==> src/sv/sfr_pkg.sv <==
// Shared types, constants and helpers for the stream find-and-replace block.
// Used by sfr_cell and stream_find_replace; depends on nothing else.
package sfr_pkg;

  localparam int BYTE_W          = 8;
  localparam int CFG_W           = 64;
  localparam int LEN_W           = 4;
  localparam int CFG_IDX_W       = 2;
  localparam int MAX_PATTERN_DEF = 8;
  localparam int MAX_REPL_DEF    = 8;

  // Configuration register indexes
  typedef enum logic [CFG_IDX_W-1:0] {
    REG_PATTERN_BYTES  = 2'd0,
    REG_PATTERN_LENGTH = 2'd1,
    REG_REPL_BYTES     = 2'd2,
    REG_REPL_LENGTH    = 2'd3
  } cfg_reg_t;

  typedef enum logic [2:0] {
    ST_IDLE,
    ST_SCAN,
    ST_REPL,
    ST_FLUSH,
    ST_MARK,
    ST_DONE
  } state_t;

  // Broadcast control to every cell of the pending chain
  typedef struct packed {
    logic load;
    logic shift;
  } cell_ctrl_t;

  function automatic logic [BYTE_W-1:0] byte_of(input logic [CFG_W-1:0] word,
                                                input logic [2:0] idx);
    return word[BYTE_W*idx +: BYTE_W];
  endfunction

endpackage

==> src/sv/sfr_cell.sv <==
// One cell of the pending-byte chain: holds one byte, compares it with its
// pattern byte and takes its neighbor's byte on a shift. Depends on sfr_pkg.
module sfr_cell
  import sfr_pkg::*;
#(
  parameter int IDX = 0,
  parameter int CW  = 4
) (
  input  logic              clk,
  input  cell_ctrl_t        ctrl,
  input  logic [CW-1:0]     count,
  input  logic [BYTE_W-1:0] load_byte,
  input  logic [BYTE_W-1:0] neighbor,
  input  logic [BYTE_W-1:0] pattern_byte,
  output logic [BYTE_W-1:0] data,
  output logic              match
);

  always_ff @(posedge clk) begin
    if (ctrl.load && count == CW'(IDX)) begin
      data <= load_byte;
    end else if (ctrl.shift) begin
      data <= neighbor;
    end
  end

  assign match = (data == pattern_byte);

endmodule

==> src/sv/stream_find_replace.sv <==
// Stream find-and-replace top level: configuration registers, sequencer,
// result staging and output register. Depends on sfr_pkg and sfr_cell.
//
// Usage: content bytes arrive on the input channel (in_valid/in_stall), one
// per transfer, with has_byte marking a real byte and stream_end closing the
// stream. Rewritten bytes leave on the output channel (out_valid/out_stall),
// one result per transfer; run_last flags the last result of an input item
// and end_marker the final result of the stream.
// Bytes that may still start a match sit in a chain of byte cells that shift
// toward cell 0 as held bytes are released.
// Throughput: one item at a time. An item causes up to nine results (eight
// bytes and the end marker), all on the single result path that releases one
// byte per cycle while the receiver does not stall. An item with neither byte
// nor end causes no result and leaves the sequencer idle.
// When the receiver stalls, the output register holds and the sequencer
// waits once its staging slot is full; nothing is lost.
// Reset: synchronous; clears the configuration registers, the held count and all valids.
// The user makes configuration writes through cfg_write/cfg_index/cfg_data while
// idle, unenforced by the block; pattern writes are ignored while bytes are held.
module stream_find_replace
  import sfr_pkg::*;
#(
  parameter int MAX_PATTERN     = MAX_PATTERN_DEF,
  parameter int MAX_REPLACEMENT = MAX_REPL_DEF
) (
  input  logic                 clk,
  input  logic                 rst,
  input  logic                 cfg_write,
  input  logic [CFG_IDX_W-1:0] cfg_index,
  input  logic [CFG_W-1:0]     cfg_data,
  input  logic                 in_valid,
  output logic                 in_stall,
  input  logic [BYTE_W-1:0]    in_byte,
  input  logic                 has_byte,
  input  logic                 stream_end,
  output logic                 out_valid,
  input  logic                 out_stall,
  output logic [BYTE_W-1:0]    out_byte,
  output logic                 byte_valid,
  output logic                 run_last,
  output logic                 end_marker
);

  localparam int CW  = $clog2(MAX_PATTERN + 1);
  localparam int RCW = $clog2(MAX_REPLACEMENT + 1);

  // Configuration
  logic [CFG_W-1:0] pattern_bytes;
  logic [LEN_W-1:0] pattern_length;
  logic [CFG_W-1:0] replacement_bytes;
  logic [LEN_W-1:0] replacement_length;

  logic [CW-1:0]  plen;
  logic [RCW-1:0] rlen;

  // Sequencer state
  state_t         state, state_next;
  logic [CW-1:0]  count;
  logic [RCW-1:0] rcnt;
  logic           end_flag;

  // Staging slot and output register
  logic              stage_valid;
  logic [BYTE_W-1:0] stage_byte;
  logic              stage_bvalid;
  logic              stage_end;

  // Cell chain
  cell_ctrl_t        ctrl;
  logic [BYTE_W-1:0] cell_data [MAX_PATTERN];
  logic [MAX_PATTERN-1:0] cell_match;
  logic              prefix_ok;

  // Control from the output decode
  logic              accept;
  logic              out_free;
  logic              can_emit;
  logic              emit;
  logic [BYTE_W-1:0] emit_byte;
  logic              emit_bvalid;
  logic              emit_end;
  logic              push_last;
  logic              count_dec;
  logic              count_clr;
  logic              rcnt_inc;
  logic              rcnt_clr;

  assign plen = (pattern_length > LEN_W'(MAX_PATTERN)) ? CW'(MAX_PATTERN)
                                                       : CW'(pattern_length);
  assign rlen = (replacement_length > LEN_W'(MAX_REPLACEMENT)) ? RCW'(MAX_REPLACEMENT)
                                                               : RCW'(replacement_length);

  assign in_stall = (state != ST_IDLE);
  assign accept   = in_valid && !in_stall;
  assign out_free = !out_valid || !out_stall;
  assign can_emit = !stage_valid || out_free;

  always_ff @(posedge clk) begin
    if (rst) begin
      pattern_bytes      <= '0;
      pattern_length     <= '0;
      replacement_bytes  <= '0;
      replacement_length <= '0;
    end else if (cfg_write) begin
      case (cfg_index)
        REG_PATTERN_BYTES: begin
          if (count == '0) pattern_bytes <= cfg_data;
        end
        REG_PATTERN_LENGTH: begin
          if (count == '0) pattern_length <= cfg_data[LEN_W-1:0];
        end
        REG_REPL_BYTES: begin
          replacement_bytes <= cfg_data;
        end
        REG_REPL_LENGTH: begin
          replacement_length <= cfg_data[LEN_W-1:0];
        end
        default: begin
        end
      endcase
    end
  end

  // Pending chain: cell i takes cell i+1 on a shift, the last takes zero
  genvar gi;
  generate
    for (gi = 0; gi < MAX_PATTERN; gi++) begin : g_cell
      logic [BYTE_W-1:0] nb;
      if (gi == MAX_PATTERN - 1) begin : g_tail
        assign nb = '0;
      end else begin : g_mid
        assign nb = cell_data[gi+1];
      end
      sfr_cell #(
        .IDX (gi),
        .CW  (CW)
      ) u_cell (
        .clk          (clk),
        .ctrl         (ctrl),
        .count        (count),
        .load_byte    (in_byte),
        .neighbor     (nb),
        .pattern_byte (pattern_bytes[BYTE_W*gi +: BYTE_W]),
        .data         (cell_data[gi]),
        .match        (cell_match[gi])
      );
    end
  endgenerate

  // Held bytes still form a prefix of the pattern
  always_comb begin
    prefix_ok = (plen != '0);
    for (int i = 0; i < MAX_PATTERN; i++) begin
      if (CW'(i) < count && CW'(i) < plen && !cell_match[i]) prefix_ok = 1'b0;
    end
  end

  // Next state
  always_comb begin
    state_next = state;
    case (state)
      ST_IDLE: begin
        if (accept && (has_byte || stream_end)) state_next = ST_SCAN;
      end
      ST_SCAN: begin
        if (count == '0 || (prefix_ok && count < plen)) begin
          state_next = end_flag ? ST_FLUSH : ST_DONE;
        end else if (prefix_ok) begin
          state_next = ST_REPL;
        end
      end
      ST_REPL: begin
        if (rcnt == rlen) state_next = end_flag ? ST_FLUSH : ST_DONE;
      end
      ST_FLUSH: begin
        if (count == '0) state_next = ST_MARK;
      end
      ST_MARK: begin
        if (can_emit) state_next = ST_DONE;
      end
      ST_DONE: begin
        if (!stage_valid || out_free) state_next = ST_IDLE;
      end
      default: begin
        state_next = ST_IDLE;
      end
    endcase
  end

  // Outputs of the sequencer
  always_comb begin
    ctrl        = '0;
    emit        = 1'b0;
    emit_byte   = cell_data[0];
    emit_bvalid = 1'b1;
    emit_end    = 1'b0;
    push_last   = 1'b0;
    count_dec   = 1'b0;
    count_clr   = 1'b0;
    rcnt_inc    = 1'b0;
    rcnt_clr    = 1'b0;
    case (state)
      ST_IDLE: begin
        ctrl.load = accept && has_byte;
      end
      ST_SCAN: begin
        rcnt_clr = 1'b1;
        if (count != '0 && !prefix_ok && can_emit) begin
          emit       = 1'b1;
          ctrl.shift = 1'b1;
          count_dec  = 1'b1;
        end
      end
      ST_REPL: begin
        if (rcnt == rlen) begin
          count_clr = 1'b1;
        end else if (can_emit) begin
          emit      = 1'b1;
          emit_byte = byte_of(replacement_bytes, 3'(rcnt));
          rcnt_inc  = 1'b1;
        end
      end
      ST_FLUSH: begin
        if (count != '0 && can_emit) begin
          emit       = 1'b1;
          ctrl.shift = 1'b1;
          count_dec  = 1'b1;
        end
      end
      ST_MARK: begin
        if (can_emit) begin
          emit        = 1'b1;
          emit_byte   = '0;
          emit_bvalid = 1'b0;
          emit_end    = 1'b1;
        end
      end
      ST_DONE: begin
        push_last = stage_valid && out_free;
      end
      default: begin
      end
    endcase
  end

  always_ff @(posedge clk) begin
    if (rst) begin
      state    <= ST_IDLE;
      count    <= '0;
      rcnt     <= '0;
      end_flag <= 1'b0;
    end else begin
      state <= state_next;
      if (accept) end_flag <= stream_end;
      if (ctrl.load && count < CW'(MAX_PATTERN)) begin
        count <= count + 1'b1;
      end else if (count_clr) begin
        count <= '0;
      end else if (count_dec) begin
        count <= count - 1'b1;
      end
      if (rcnt_clr) begin
        rcnt <= '0;
      end else if (rcnt_inc) begin
        rcnt <= rcnt + 1'b1;
      end
    end
  end

  // Staging slot: hold the newest result until its run_last is known
  always_ff @(posedge clk) begin
    if (rst) begin
      stage_valid <= 1'b0;
    end else if (emit) begin
      stage_valid <= 1'b1;
    end else if (push_last) begin
      stage_valid <= 1'b0;
    end
  end

  always_ff @(posedge clk) begin
    if (emit) begin
      stage_byte   <= emit_byte;
      stage_bvalid <= emit_bvalid;
      stage_end    <= emit_end;
    end
  end

  // Output register: advance the staged result on a new emit or at item end
  always_ff @(posedge clk) begin
    if (rst) begin
      out_valid <= 1'b0;
    end else if ((emit && stage_valid) || push_last) begin
      out_valid <= 1'b1;
    end else if (!out_stall) begin
      out_valid <= 1'b0;
    end
  end

  always_ff @(posedge clk) begin
    if ((emit && stage_valid) || push_last) begin
      out_byte   <= stage_byte;
      byte_valid <= stage_bvalid;
      end_marker <= stage_end;
      run_last   <= push_last;
    end
  end

endmodule
==> config.mk <==
export PLATFORM = sky130hd
export DESIGN_NAME = stream_find_replace
export DESIGN_NICKNAME = d
export VERILOG_FILES = /design/src/sv/sfr_pkg.sv /design/src/sv/sfr_cell.sv /design/src/sv/stream_find_replace.sv
export SDC_FILE = /design/constraint.sdc
export NUM_CORES = 1
export LEC_CHECK = 0
export ABC_AREA = 1
export BUFFER_PORTS_ARGS = -buffer_cell sky130_fd_sc_hd__buf_2
export CORE_ASPECT_RATIO = 2
export CORE_MARGIN = 2
export CORE_UTILIZATION = 64
export DETAILED_ROUTE_END_ITERATION = 8
export HOLD_SLACK_MARGIN = 0.12
export PLACE_DENSITY = 0.85
export SYNTH_ARGS = -nofsm -noshare
export SYNTH_HDL_FRONTEND = slang
export SYNTH_SLANG_ARGS = --single-unit
==> constraint.sdc <==
create_clock -name clk -period 6.3 [get_ports clk]
set_clock_uncertainty 0.2 [all_clocks]
set_input_delay 1.26 -clock clk [delete_from_list [all_inputs] [get_ports clk]]
set_output_delay 1.26 -clock clk [all_outputs]
set_load 0.01 [all_outputs]
==> impl_metrics.py, run 1 <==
metrics = {
    "run_status": {
        "outcome": "finished clean",
    },
    "setup_path": {
        "crit_path_end_kind": "register",
        "reg2reg_to": "byte_valid",
        "path_max_fanout": 13,
        "r2r_cells": 13,
        "reg2reg_from": "count[0]",
        "rrSetupSlack_ns": 2.83,
        "cp-start-kind": "register",
        "critPathLaunch": "count[0]",
        "arrival_ns": 3.40,
        "cpMaxStageDelayCell": "nand4_2",
        "cp_data_required_time_ns": 6.24,
        "crit_top_cell": "nand2_1",
        "cpPeakStageDelay_ns": 0.47,
        "critPathKind": "register to register",
        "crit_chain": "inv_1 -> ha_1 -> inv_1 -> nor2_1 -> a21oi_1 -> nand2_1 -> nand2_1 -> nand2_1 -> nand4_1 -> nand4_2 -> nand2_2 -> nand2_1 -> nand2_1",
    },
    "cts": {
        "clk_pin_slew_ns": 0.07,
        "clockRootBuffer": "clkbuf_16",
        "cts_buffer_depth": 3,
        "h-tree-depth": 1,
        "cts_setup_buffers": 0,
        "cts-resized-gates": 0,
        "cts.sinks": 235,
        "ctsHoldBuffers": 0,
        "tritoncts": "built",
        "clkLatencyLatePin_ns": 0.51,
        "cts_buffers": 20,
    },
    "synthesis": {
        "netlist_instances": 1297,
        "async_flop_share": 0,
        "synth_largest_area_cell": "dfxtp_1",
        "syn_area_mm2": 0.0106,
        "synthesis.nets": 1388,
        "synth_cell_types": 41,
        "synth_flop_cell": "dfxtp_1",
        "synthTopCellsByArea": "dfxtp_1 (28%), edfxtp_1 (24%), nor2_1 (11%)",
        "postSynthAreaPerCell_um2": 8.14,
        "synth-seq-cells": 235,
        "ys.warnings.count": 0,
        "yosysSeqAreaShare": 0.526,
        "synth_top_area_frac": 0.284,
        "synth_edf_count": 85,
    },
    "global_route": {
        "gr-total-overflow": 0,
        "grt_max_degree": 74,
        "grtUsageTotal": 0.341,
        "grt_first_pass_wirelength_mm": 45.7,
        "grt_pass1_vias": 9110,
        "grt_antenna_before_repair": 0,
    },
    "timing": {
        "tightest_slew_ns": 1.18,
        "hold_viol": 0,
        "fmaxAchievable_mhz": 288,
        "worst_slack_ns": 2.83,
        "slew_headroom": 0.215,
        "layout_min_cycle_time_ns": 3.47,
        "final-setup-viol-count": 0,
        "drv_slew": 0,
        "fin_setup_tns_ns": 0,
        "grt_setup_unrepaired": "no",
        "finalCritPeriodShare": 0.550,
    },
    "hold_path": {
        "holdPathEnd": "out_byte[4]",
        "worstHoldStart": "stage_byte[4]",
        "min_path_cells": 0,
        "min_path_type": "register to register",
    },
    "drt": {
        "wl_per_cell_um": 18.7,
        "drtPass1Iterations": 7,
        "ant_nets": 0,
        "drcViolationCount": 0,
        "viasPerCell": 5.95,
        "wl_mm": 29.5,
        "drtIter0Drc": 801,
        "vias": 9395,
    },
    "flow_run": {
        "drv_cap": 0,
    },
    "placed_design": {
        "place_ws_ns": 2.73,
        "globalplace.congestion": 0.986,
        "place_area_mm2": 0.0111,
        "io_buffers": 93,
        "dp_hpwl_mm": 20.7,
    },
    "final_layout": {
        "utilization": 0.730,
        "layout_common_cells": "nor2_1 (317), o21ai_0 (223), nand2_1 (191)",
        "final_common_cell": "nor2_1",
        "final_area_mm2": 0.0118,
        "fill_cells": 1283,
        "drive_gt1_frac": 0.116,
        "area.growth.synth_to_final_pct": 11.9,
        "fin_nets": 1451,
        "diodes": 0,
    },
    "floorplan": {
        "die_w_um": 94.8,
        "dieHeight_um": 186,
        "rows": 66,
        "die-area_mm2": 0.0176,
        "ios": 94,
        "core_area_mm2": 0.0162,
        "start_util": 0.652,
    },
    "power": {
        "p_leak_nw": 5.09,
        "peakVddDrop_uv": 340,
        "powerDensity_mw_per_mm2": 388,
    },
}
[where the power goes]
part           internal (mW)  switching (mW)  total (mW)
clock                  0.817           0.559        1.38
combinational          0.382           0.663        1.04
sequential              1.95           0.216        2.17
total                   3.15            1.44        4.59
[flip-flops by register name, summed over array words and instances (netlist names), 3 cells and up]
| name | cells |
|---|---|
| state | 3 |
| out_byte | 8 |
| replacement_bytes | 64 |
| stage_byte | 8 |
| pattern_bytes | 64 |
| g_cell.u_cell.data | 64 |
| replacement_length | 4 |
| count | 4 |
| pattern_length | 4 |
| rcnt | 4 |
[synth_stat cells, types with 2 or more instances]
library cell and instances:
o21ai_1 4, nor3_1 4, a221o_1 7, xor2_1 10, a22o_1 7, nor4_1 2
o221ai_1 8, inv_2 10, inv_1 75, nor2_4 3, nand4_2 2, xnor2_1 46
dfxtp_1 150, nor2_2 4, nand2_1 191, o31ai_1 2, nand3_1 14, clkbuf_1 43
nand3_2 2, buf_2 9, nand2_2 2, nand4_1 4, a21oi_1 42, ha_1 10
buf_1 4, o21ai_0 223, clkinv_1 2, nor2_1 318, a31oi_1 3, edfxtp_1 85
[metal layers]
metal,global-route usage,vias up,share of wire
li1,-,4382,-
met1,0.370,4340,0.34
met2,0.590,511,0.50
met3,0.0397,162,0.073
met4,0.264,0,0.094
met5,0,-,0
[worst max path at each step]
stage | slack, ns | endpoint
floorplan | 3.32 | byte_valid
global placement | 2.88 | out_byte[0]
detailed placement | 2.73 | out_byte[6]
CTS | 2.89 | out_byte[7]
global route | 2.59 | out_byte[7]
finish | 2.83 | byte_valid
[cells by family after synthesis]
kind of cell | after synthesis | synth area share
buffers and inverters | 145 | 0.0537
adders and majority gates | 10 | 0.0119
DFF | 235 | 0.526
muxes | 1 | 0.000948
and+or+nand+nor | 549 | 0.207
AOI/OAI and AO/OA | 301 | 0.154
xor gates and xnor gates | 56 | 0.0465
[through the flow]
stage | total power, mW | std cells | hold WS, ns
final | 4.59 | 1578 | 0.225
after global routing | 4.80 | 1578 | 0.243
after CTS | 4.57 | 1578 | 0.227
after detailed placement | 3.21 | 1542 | 0.212
after global placement | 3.17 | 1542 | 0.201
after floorplan | 2.89 | 1297 | 0.200
[final cells by class]
cell class	instances	area (um^2)	area share
flip-flops and latches	235	5560	0.470
multi-input cells	917	4440	0.376
clock buffers	24	537	0.0454
repair buffers	99	510	0.0432
inverters	87	327	0.0276
well taps	204	255	0.0216
clock inverters	12	189	0.0160
[worst max-delay path, delay by kind of cell (launching register included)]
| family | cells | cell delay [ns] |
|---|---|---|
| DFF | 1 | 0.46 |
| and+or+nand+nor | 9 | 1.84 |
| buffers and inverters | 2 | 0.27 |
| adders and majority gates | 1 | 0.23 |
| AOI/OAI and AO/OA | 1 | 0.11 |
(Power assumes the default switching activity.)
==> inputs of run 2 (changes only) <==
--- a/config.mk
+++ b/config.mk
@@ -9,10 +9,10 @@
 export BUFFER_PORTS_ARGS = -buffer_cell sky130_fd_sc_hd__buf_2
 export CORE_ASPECT_RATIO = 2
 export CORE_MARGIN = 2
-export CORE_UTILIZATION = 64
+export CORE_UTILIZATION = 60
 export DETAILED_ROUTE_END_ITERATION = 8
 export HOLD_SLACK_MARGIN = 0.12
-export PLACE_DENSITY = 0.85
+export PLACE_DENSITY = 0.8
 export SYNTH_ARGS = -nofsm -noshare
 export SYNTH_HDL_FRONTEND = slang
 export SYNTH_SLANG_ARGS = --single-unit
==> constraint.sdc (replaced) <==
create_clock -name clk -period 3.5 [get_ports clk]
set_clock_uncertainty 0.2 [all_clocks]
set_input_delay 0.7 -clock clk [delete_from_list [all_inputs] [get_ports clk]]
set_output_delay 0.7 -clock clk [all_outputs]
set_load 0.01 [all_outputs]
==> run 2 against run 1 <==
Compared with the run above:
- clock power increased by 78%
- critical endpoint is now out_byte[6]
- sequential share of layout area down 0.39 points
- fmax rose by 19%
- count of clock-buffer cells in the layout grew 4
- largest cell class unchanged
- combinational power grew 84%
- cell count increased by 0.95%
- critical path depth did not move
- register-to-register slack worse by 2.3 ns
- routed wire length increased by 1.5%
- sequential power up 80%
- via count fell by 2.2%
==> impl_metrics.py, run 2 (synthesis results as in run 1) <==
metrics = {
    "power": {
        "pwr-share-seq": 0.472,
        "p_leak_nw": 5.16,
        "powerDensity_mw_per_mm2": 694,
        "comb_power_share": 0.231,
        "p_int_mw": 5.61,
        "peakVddDrop_uv": 570,
        "p_switching_mw": 2.66,
        "swShare": 0.321,
        "clkPwrFrac": 0.297,
    },
    "setup_path": {
        "cp-start-kind": "register",
        "arrival_ns": 2.87,
        "crit_path_end_kind": "register",
        "rrSetupSlack_ns": 0.58,
        "path_max_fanout": 11,
        "r2r_cells": 13,
        "cp_data_required_time_ns": 3.45,
        "reg2reg_to": "out_byte[6]",
        "reg2reg_from": "count[1]",
        "critPathKind": "register to register",
    },
    "hold_path": {
        "holdPathEnd": "out_byte[2]",
        "min_path_cells": 0,
        "min_path_type": "register to register",
        "worstHoldStart": "stage_byte[2]",
    },
    "timing": {
        "final-setup-viol-count": 0,
        "grt_setup_unrepaired": "no",
        "slew_headroom": 0.479,
        "layout_min_cycle_time_ns": 2.92,
        "tightest_slew_ns": 0.781,
        "drv_slew": 0,
        "hold_viol": 0,
        "fmaxAchievable_mhz": 343,
        "fin_setup_tns_ns": 0,
        "finalCritPeriodShare": 0.834,
    },
    "cts": {
        "cts_buffers": 21,
        "cts_setup_buffers": 0,
        "tritoncts": "built",
        "clockRootBuffer": "clkbuf_16",
        "h-tree-depth": 1,
        "cts-resized-gates": 0,
        "clkLatencyLatePin_ns": 0.52,
        "ctsHoldBuffers": 0,
        "clk_pin_slew_ns": 0.07,
        "cts_buffer_depth": 3,
        "cts.sinks": 235,
    },
    "final_layout": {
        "final_common_cell": "nor2_1",
        "utilization": 0.690,
        "fin_nets": 1459,
        "diodes": 0,
        "drive_gt1_frac": 0.124,
        "layout_common_cells": "nor2_1 (317), o21ai_0 (223), nand2_1 (191)",
        "area.growth.synth_to_final_pct": 12.9,
        "top_regs": "g_cell.u_cell.data: 64 flops, pattern_bytes: 64 flops, replacement_bytes: 64 flops",
    },
    "global_route": {
        "grt_max_degree": 75,
        "grt_first_pass_wirelength_mm": 45.9,
        "grt_antenna_before_repair": 0,
        "gr-total-overflow": 0,
        "grtUsageTotal": 0.315,
        "grt_pass1_vias": 8797,
    },
    "floorplan": {
        "start_util": 0.611,
        "core_area_mm2": 0.0173,
        "die-area_mm2": 0.0187,
        "die_w_um": 97.8,
        "ios": 94,
        "rows": 68,
        "dieHeight_um": 192,
    },
    "drt": {
        "vias": 9188,
        "wl_mm": 29.9,
        "ant_nets": 0,
        "drtPass1Iterations": 5,
        "viasPerCell": 5.77,
        "drtIter0Drc": 691,
        "drcViolationCount": 0,
        "wl_per_cell_um": 18.8,
    },
    "placed_design": {
        "io_buffers": 93,
        "globalplace.congestion": 0.950,
        "dp_hpwl_mm": 21.8,
    },
    "run_status": {
        "outcome": "finished clean",
    },
    "flow_run": {
        "drv_cap": 0,
    },
}
-- run 2: changes by cell type in the layout (fill, tap and decap cells not counted), moves of 2 or more --
| cell | before | now |
|---|---|---|
| bufinv_16 | 5 | 1 |
| inv_6 | 0 | 3 |
| buf_4 | 6 | 11 |
| clkbuf_16 | 21 | 24 |
| clkinvlp_4 | 2 | 0 |
| buf_12 | 0 | 2 |
| clkinv_2 | 4 | 2 |
| clkbuf_1 | 3 | 1 |
| inv_4 | 0 | 3 |
| clkbuf_8 | 0 | 3 |
-- run 2: per-stage QoR --
step                      std cells  area (um^2)  worst slack, ns  total power [mW]  hold slack [ns]
final                          1593        11900            0.581              8.26            0.216
after global routing           1593        11900            0.347              8.65            0.224
after CTS                      1593        11900            0.581              8.26            0.218
after detailed placement       1555        11200            0.599              5.84            0.207
after global placement         1555        11200            0.733              5.76            0.201
after floorplan                1297        10600             1.03              5.21            0.200
-- run 2: metal layers --
| metal | share of wire | global-route usage | vias up |
|---|---|---|---|
| met4 | 0.084 | 0.224 | 0 |
| li1 | - | - | 4401 |
| met5 | 0 | 0 | - |
| met2 | 0.51 | 0.573 | 429 |
| met3 | 0.061 | 0.0335 | 128 |
| met1 | 0.34 | 0.335 | 4230 |
-- run 2: worst max-delay path: stages (launching register included) --
cell and delay, ns:
dfxtp_1 0.47, inv_1 0.17, ha_1 0.21, inv_1 0.08, nor2_1 0.06, a21oi_1 0.11
nand2_1 0.06, nand2_1 0.10, nand2_1 0.10, nand4_1 0.12, nand4_2 0.28, nand2_2 0.16
nand2_1 0.08, nand2_1 0.35
-- run 2: layout make-up --
| cell class | instances | area, um^2 |
|---|---|---|
| multi-input combinational | 917 | 4440 |
| tap | 210 | 263 |
| clock buffer | 28 | 646 |
| sequential | 235 | 5560 |
| inverter | 87 | 327 |
| fill | 1413 | 5360 |
| clock inverter | 10 | 93.8 |
| timing repair buffer | 106 | 588 |
-- run 2: worst max path at each step --
stage,startpoint,endpoint,slack [ns],cells past startpoint
after floorplan,count[1],byte_valid,1.03,13
after global placement,count[1],out_byte[5],0.73,13
after detailed placement,count[1],out_byte[4],0.60,13
after CTS,count[1],out_byte[5],0.58,13
after global routing,count[0],out_byte[6],0.35,13
final,count[1],out_byte[6],0.58,13
-- run 2: power groups by stage --
| stage | Sequential (mW) | Combinational (mW) | Clock (mW) |
|---|---|---|---|
| floorplan | 3.81 | 1.40 | 0 |
| global placement | 3.93 | 1.83 | 0 |
| detailed placement | 3.95 | 1.89 | 0 |
| CTS | 3.90 | 1.90 | 2.46 |
| global route | 3.95 | 2.14 | 2.56 |
| finish | 3.90 | 1.91 | 2.45 |
==> inputs of run 3 (changes only) <==
==> constraint.sdc (replaced) <==
create_clock -name clk -period 3 [get_ports clk]
set_clock_uncertainty 0.2 [all_clocks]
set_input_delay 0.6 -clock clk [delete_from_list [all_inputs] [get_ports clk]]
set_output_delay 0.6 -clock clk [all_outputs]
set_load 0.01 [all_outputs]
==> run 3 against run 2 <==
Compared with the run above:
- register-to-register slack worse by 0.40 ns
- sequential cell count unchanged
- cell count rose by 0.82%
- via count rose by 2.2%
- sequential share of layout area down 0.52 points
- global-route usage grew 1.4 points
- fmax increased by 3.4%
- routed wire length increased by 4.5%
- core utilization rose by 0.78 points
- clock power is 20% higher
- setup slack worse by 0.40 ns
- hold slack worse by 0.092 ns
- highest routed layer unchanged
- largest cell class unchanged
==> impl_metrics.py, run 3 (synthesis results as in run 1) <==
metrics = {
    "final_layout": {
        "top_regs": "g_cell.u_cell.data: 64 flops, pattern_bytes: 64 flops, replacement_bytes: 64 flops",
        "fill_cells": 1407,
        "utilization": 0.698,
        "final_common_cell": "nor2_1",
        "fin_nets": 1472,
        "diodes": 0,
        "drive_gt1_frac": 0.128,
        "area.growth.synth_to_final_pct": 14.1,
        "layout_common_cells": "nor2_1 (317), o21ai_0 (223), nand2_1 (189)",
    },
    "floorplan": {
        "rows": 68,
        "die-area_mm2": 0.0187,
        "start_util": 0.611,
        "ios": 94,
        "dieHeight_um": 192,
        "die_w_um": 97.8,
        "core_area_mm2": 0.0173,
    },
    "global_route": {
        "grt_max_degree": 65,
        "grt_antenna_before_repair": 0,
        "gr-total-overflow": 0,
        "grt_pass1_vias": 9021,
        "grtUsageTotal": 0.329,
        "grt_first_pass_wirelength_mm": 47.5,
    },
    "timing": {
        "slew_headroom": 0.159,
        "drv_slew": 0,
        "finalCritPeriodShare": 0.941,
        "final-setup-viol-count": 0,
        "tightest_slew_ns": 1.26,
        "fin_setup_tns_ns": 0,
        "layout_min_cycle_time_ns": 2.82,
        "hold_viol": 0,
        "fmaxAchievable_mhz": 354,
        "grt_setup_unrepaired": "yes",
    },
    "cts": {
        "clk_pin_slew_ns": 0.07,
        "clockRootBuffer": "clkbuf_16",
        "clkLatencyLatePin_ns": 0.52,
        "cts_buffers": 21,
        "h-tree-depth": 1,
        "cts_buffer_depth": 3,
        "tritoncts": "built",
        "cts_setup_buffers": 0,
        "cts.sinks": 235,
    },
    "drt": {
        "vias": 9386,
        "wl_mm": 31.3,
        "viasPerCell": 5.84,
        "drtIter0Drc": 818,
        "drcViolationCount": 0,
        "drtPass1Iterations": 5,
        "ant_nets": 0,
        "wl_per_cell_um": 19.5,
    },
    "setup_path": {
        "critPathKind": "register to register",
        "cpPeakStageDelay_ns": 0.48,
        "crit_chain": "inv_1 -> ha_1 -> inv_1 -> nor2_1 -> a21oi_1 -> nand2_1 -> nand2_1 -> nand2_1 -> nand4_1 -> nand4_2 -> buf_4 -> nand2_1",
        "path_max_fanout": 8,
        "cp_data_required_time_ns": 2.99,
        "crit_path_end_kind": "register",
        "cp_top_family": "simple AND/OR/NAND/NOR gates",
        "cp.depth": 12,
        "rrSetupSlack_ns": 0.18,
        "arrival_ns": 2.81,
        "r2r_cells": 12,
        "cpMaxStageDelayCell": "dfxtp_1",
        "crit_top_cell": "nand2_1",
        "cp-start-kind": "register",
        "cp.buffers_inverters": 3,
    },
    "placed_design": {
        "dp_hpwl_mm": 22.5,
        "globalplace.congestion": 0.953,
        "io_buffers": 93,
    },
    "power": {
        "powerDensity_mw_per_mm2": 812,
        "peakVddDrop_uv": 611,
        "p_leak_nw": 5.21,
        "p_total_mw": 9.78,
    },
    "flow_run": {
        "drv_cap": 0,
    },
    "hold_path": {
        "min_path_cells": 3,
        "min_path_type": "input pin to register",
    },
    "run_status": {
        "outcome": "finished clean",
    },
}
[run 3: cell count changes in the layout (fill, tap and decap cells not counted), sizes merged]
cell | previous run | this run
dlygate4sd3 | 0 | 6
clkbuf | 28 | 29
bufinv | 1 | 2
buf | 106 | 113
clkinvlp | 0 | 1
clkinv | 5 | 6
inv | 91 | 87
[run 3: area by class of cell]
cell class | count | area, um^2 | share of cell area
repair buffers | 119 | 701 | 0.0581
flip-flops and latches | 235 | 5560 | 0.461
well taps | 210 | 263 | 0.0218
clock buffers | 29 | 651 | 0.0540
multi-input cells | 917 | 4450 | 0.369
inverters | 87 | 327 | 0.0271
clock inverters | 9 | 106 | 0.00883
[run 3: power breakdown]
| group | total [mW] | switching, mW | internal (mW) |
|---|---|---|---|
| clock network | 2.93 | 1.22 | 1.71 |
| logic | 2.29 | 1.45 | 0.838 |
| registers | 4.57 | 0.476 | 4.09 |
| total | 9.78 | 3.15 | 6.64 |
[run 3: worst register-to-register path: cells and delay by family, from the launching register on]
family          cells  cell delay [ns]
simple gates        7             0.93
fa+ha+maj           1             0.22
compound gates      1             0.13
flops               1             0.48
buf+inv             3             0.55
[run 3: per-stage QoR]
step                      hold WS, ns  cell area, um^2  cells  setup slack [ns]
final                           0.124            12100   1606             0.177
after global routing            0.133            12100   1606           -0.0175
after global placement          0.201            11200   1562             0.326
after detailed placement        0.208            11200   1562             0.181
after CTS                       0.120            12000   1606             0.157
after floorplan                 0.200            10600   1297             0.525
[run 3: path summary, 6_finish.rpt]
kind / to / startpoint
max: g_cell[4].u_cell.data[5] / count[1]
min: pattern_bytes[8] / cfg_data[8]
max reg2reg: g_cell[4].u_cell.data[5] / count[1]
min reg2reg: out_byte[5] / stage_byte[5]
[run 3: layer usage]
layer / global-route usage / vias to the layer above / wire length, um
met5: 0 / - / 0
met4: 0.265 / 0 / 2950
met3: 0.0400 / 149 / 2120
met2: 0.598 / 466 / 15900
met1: 0.334 / 4332 / 10300
li1: - / 4439 / -
[run 3: timing repair]
action                                  4_1_cts  5_1_grt
hold endpoints to repair                      7        0
gates resized for setup                       0        2
hold buffers                                  6        0
endpoints found under the setup margin        0       35
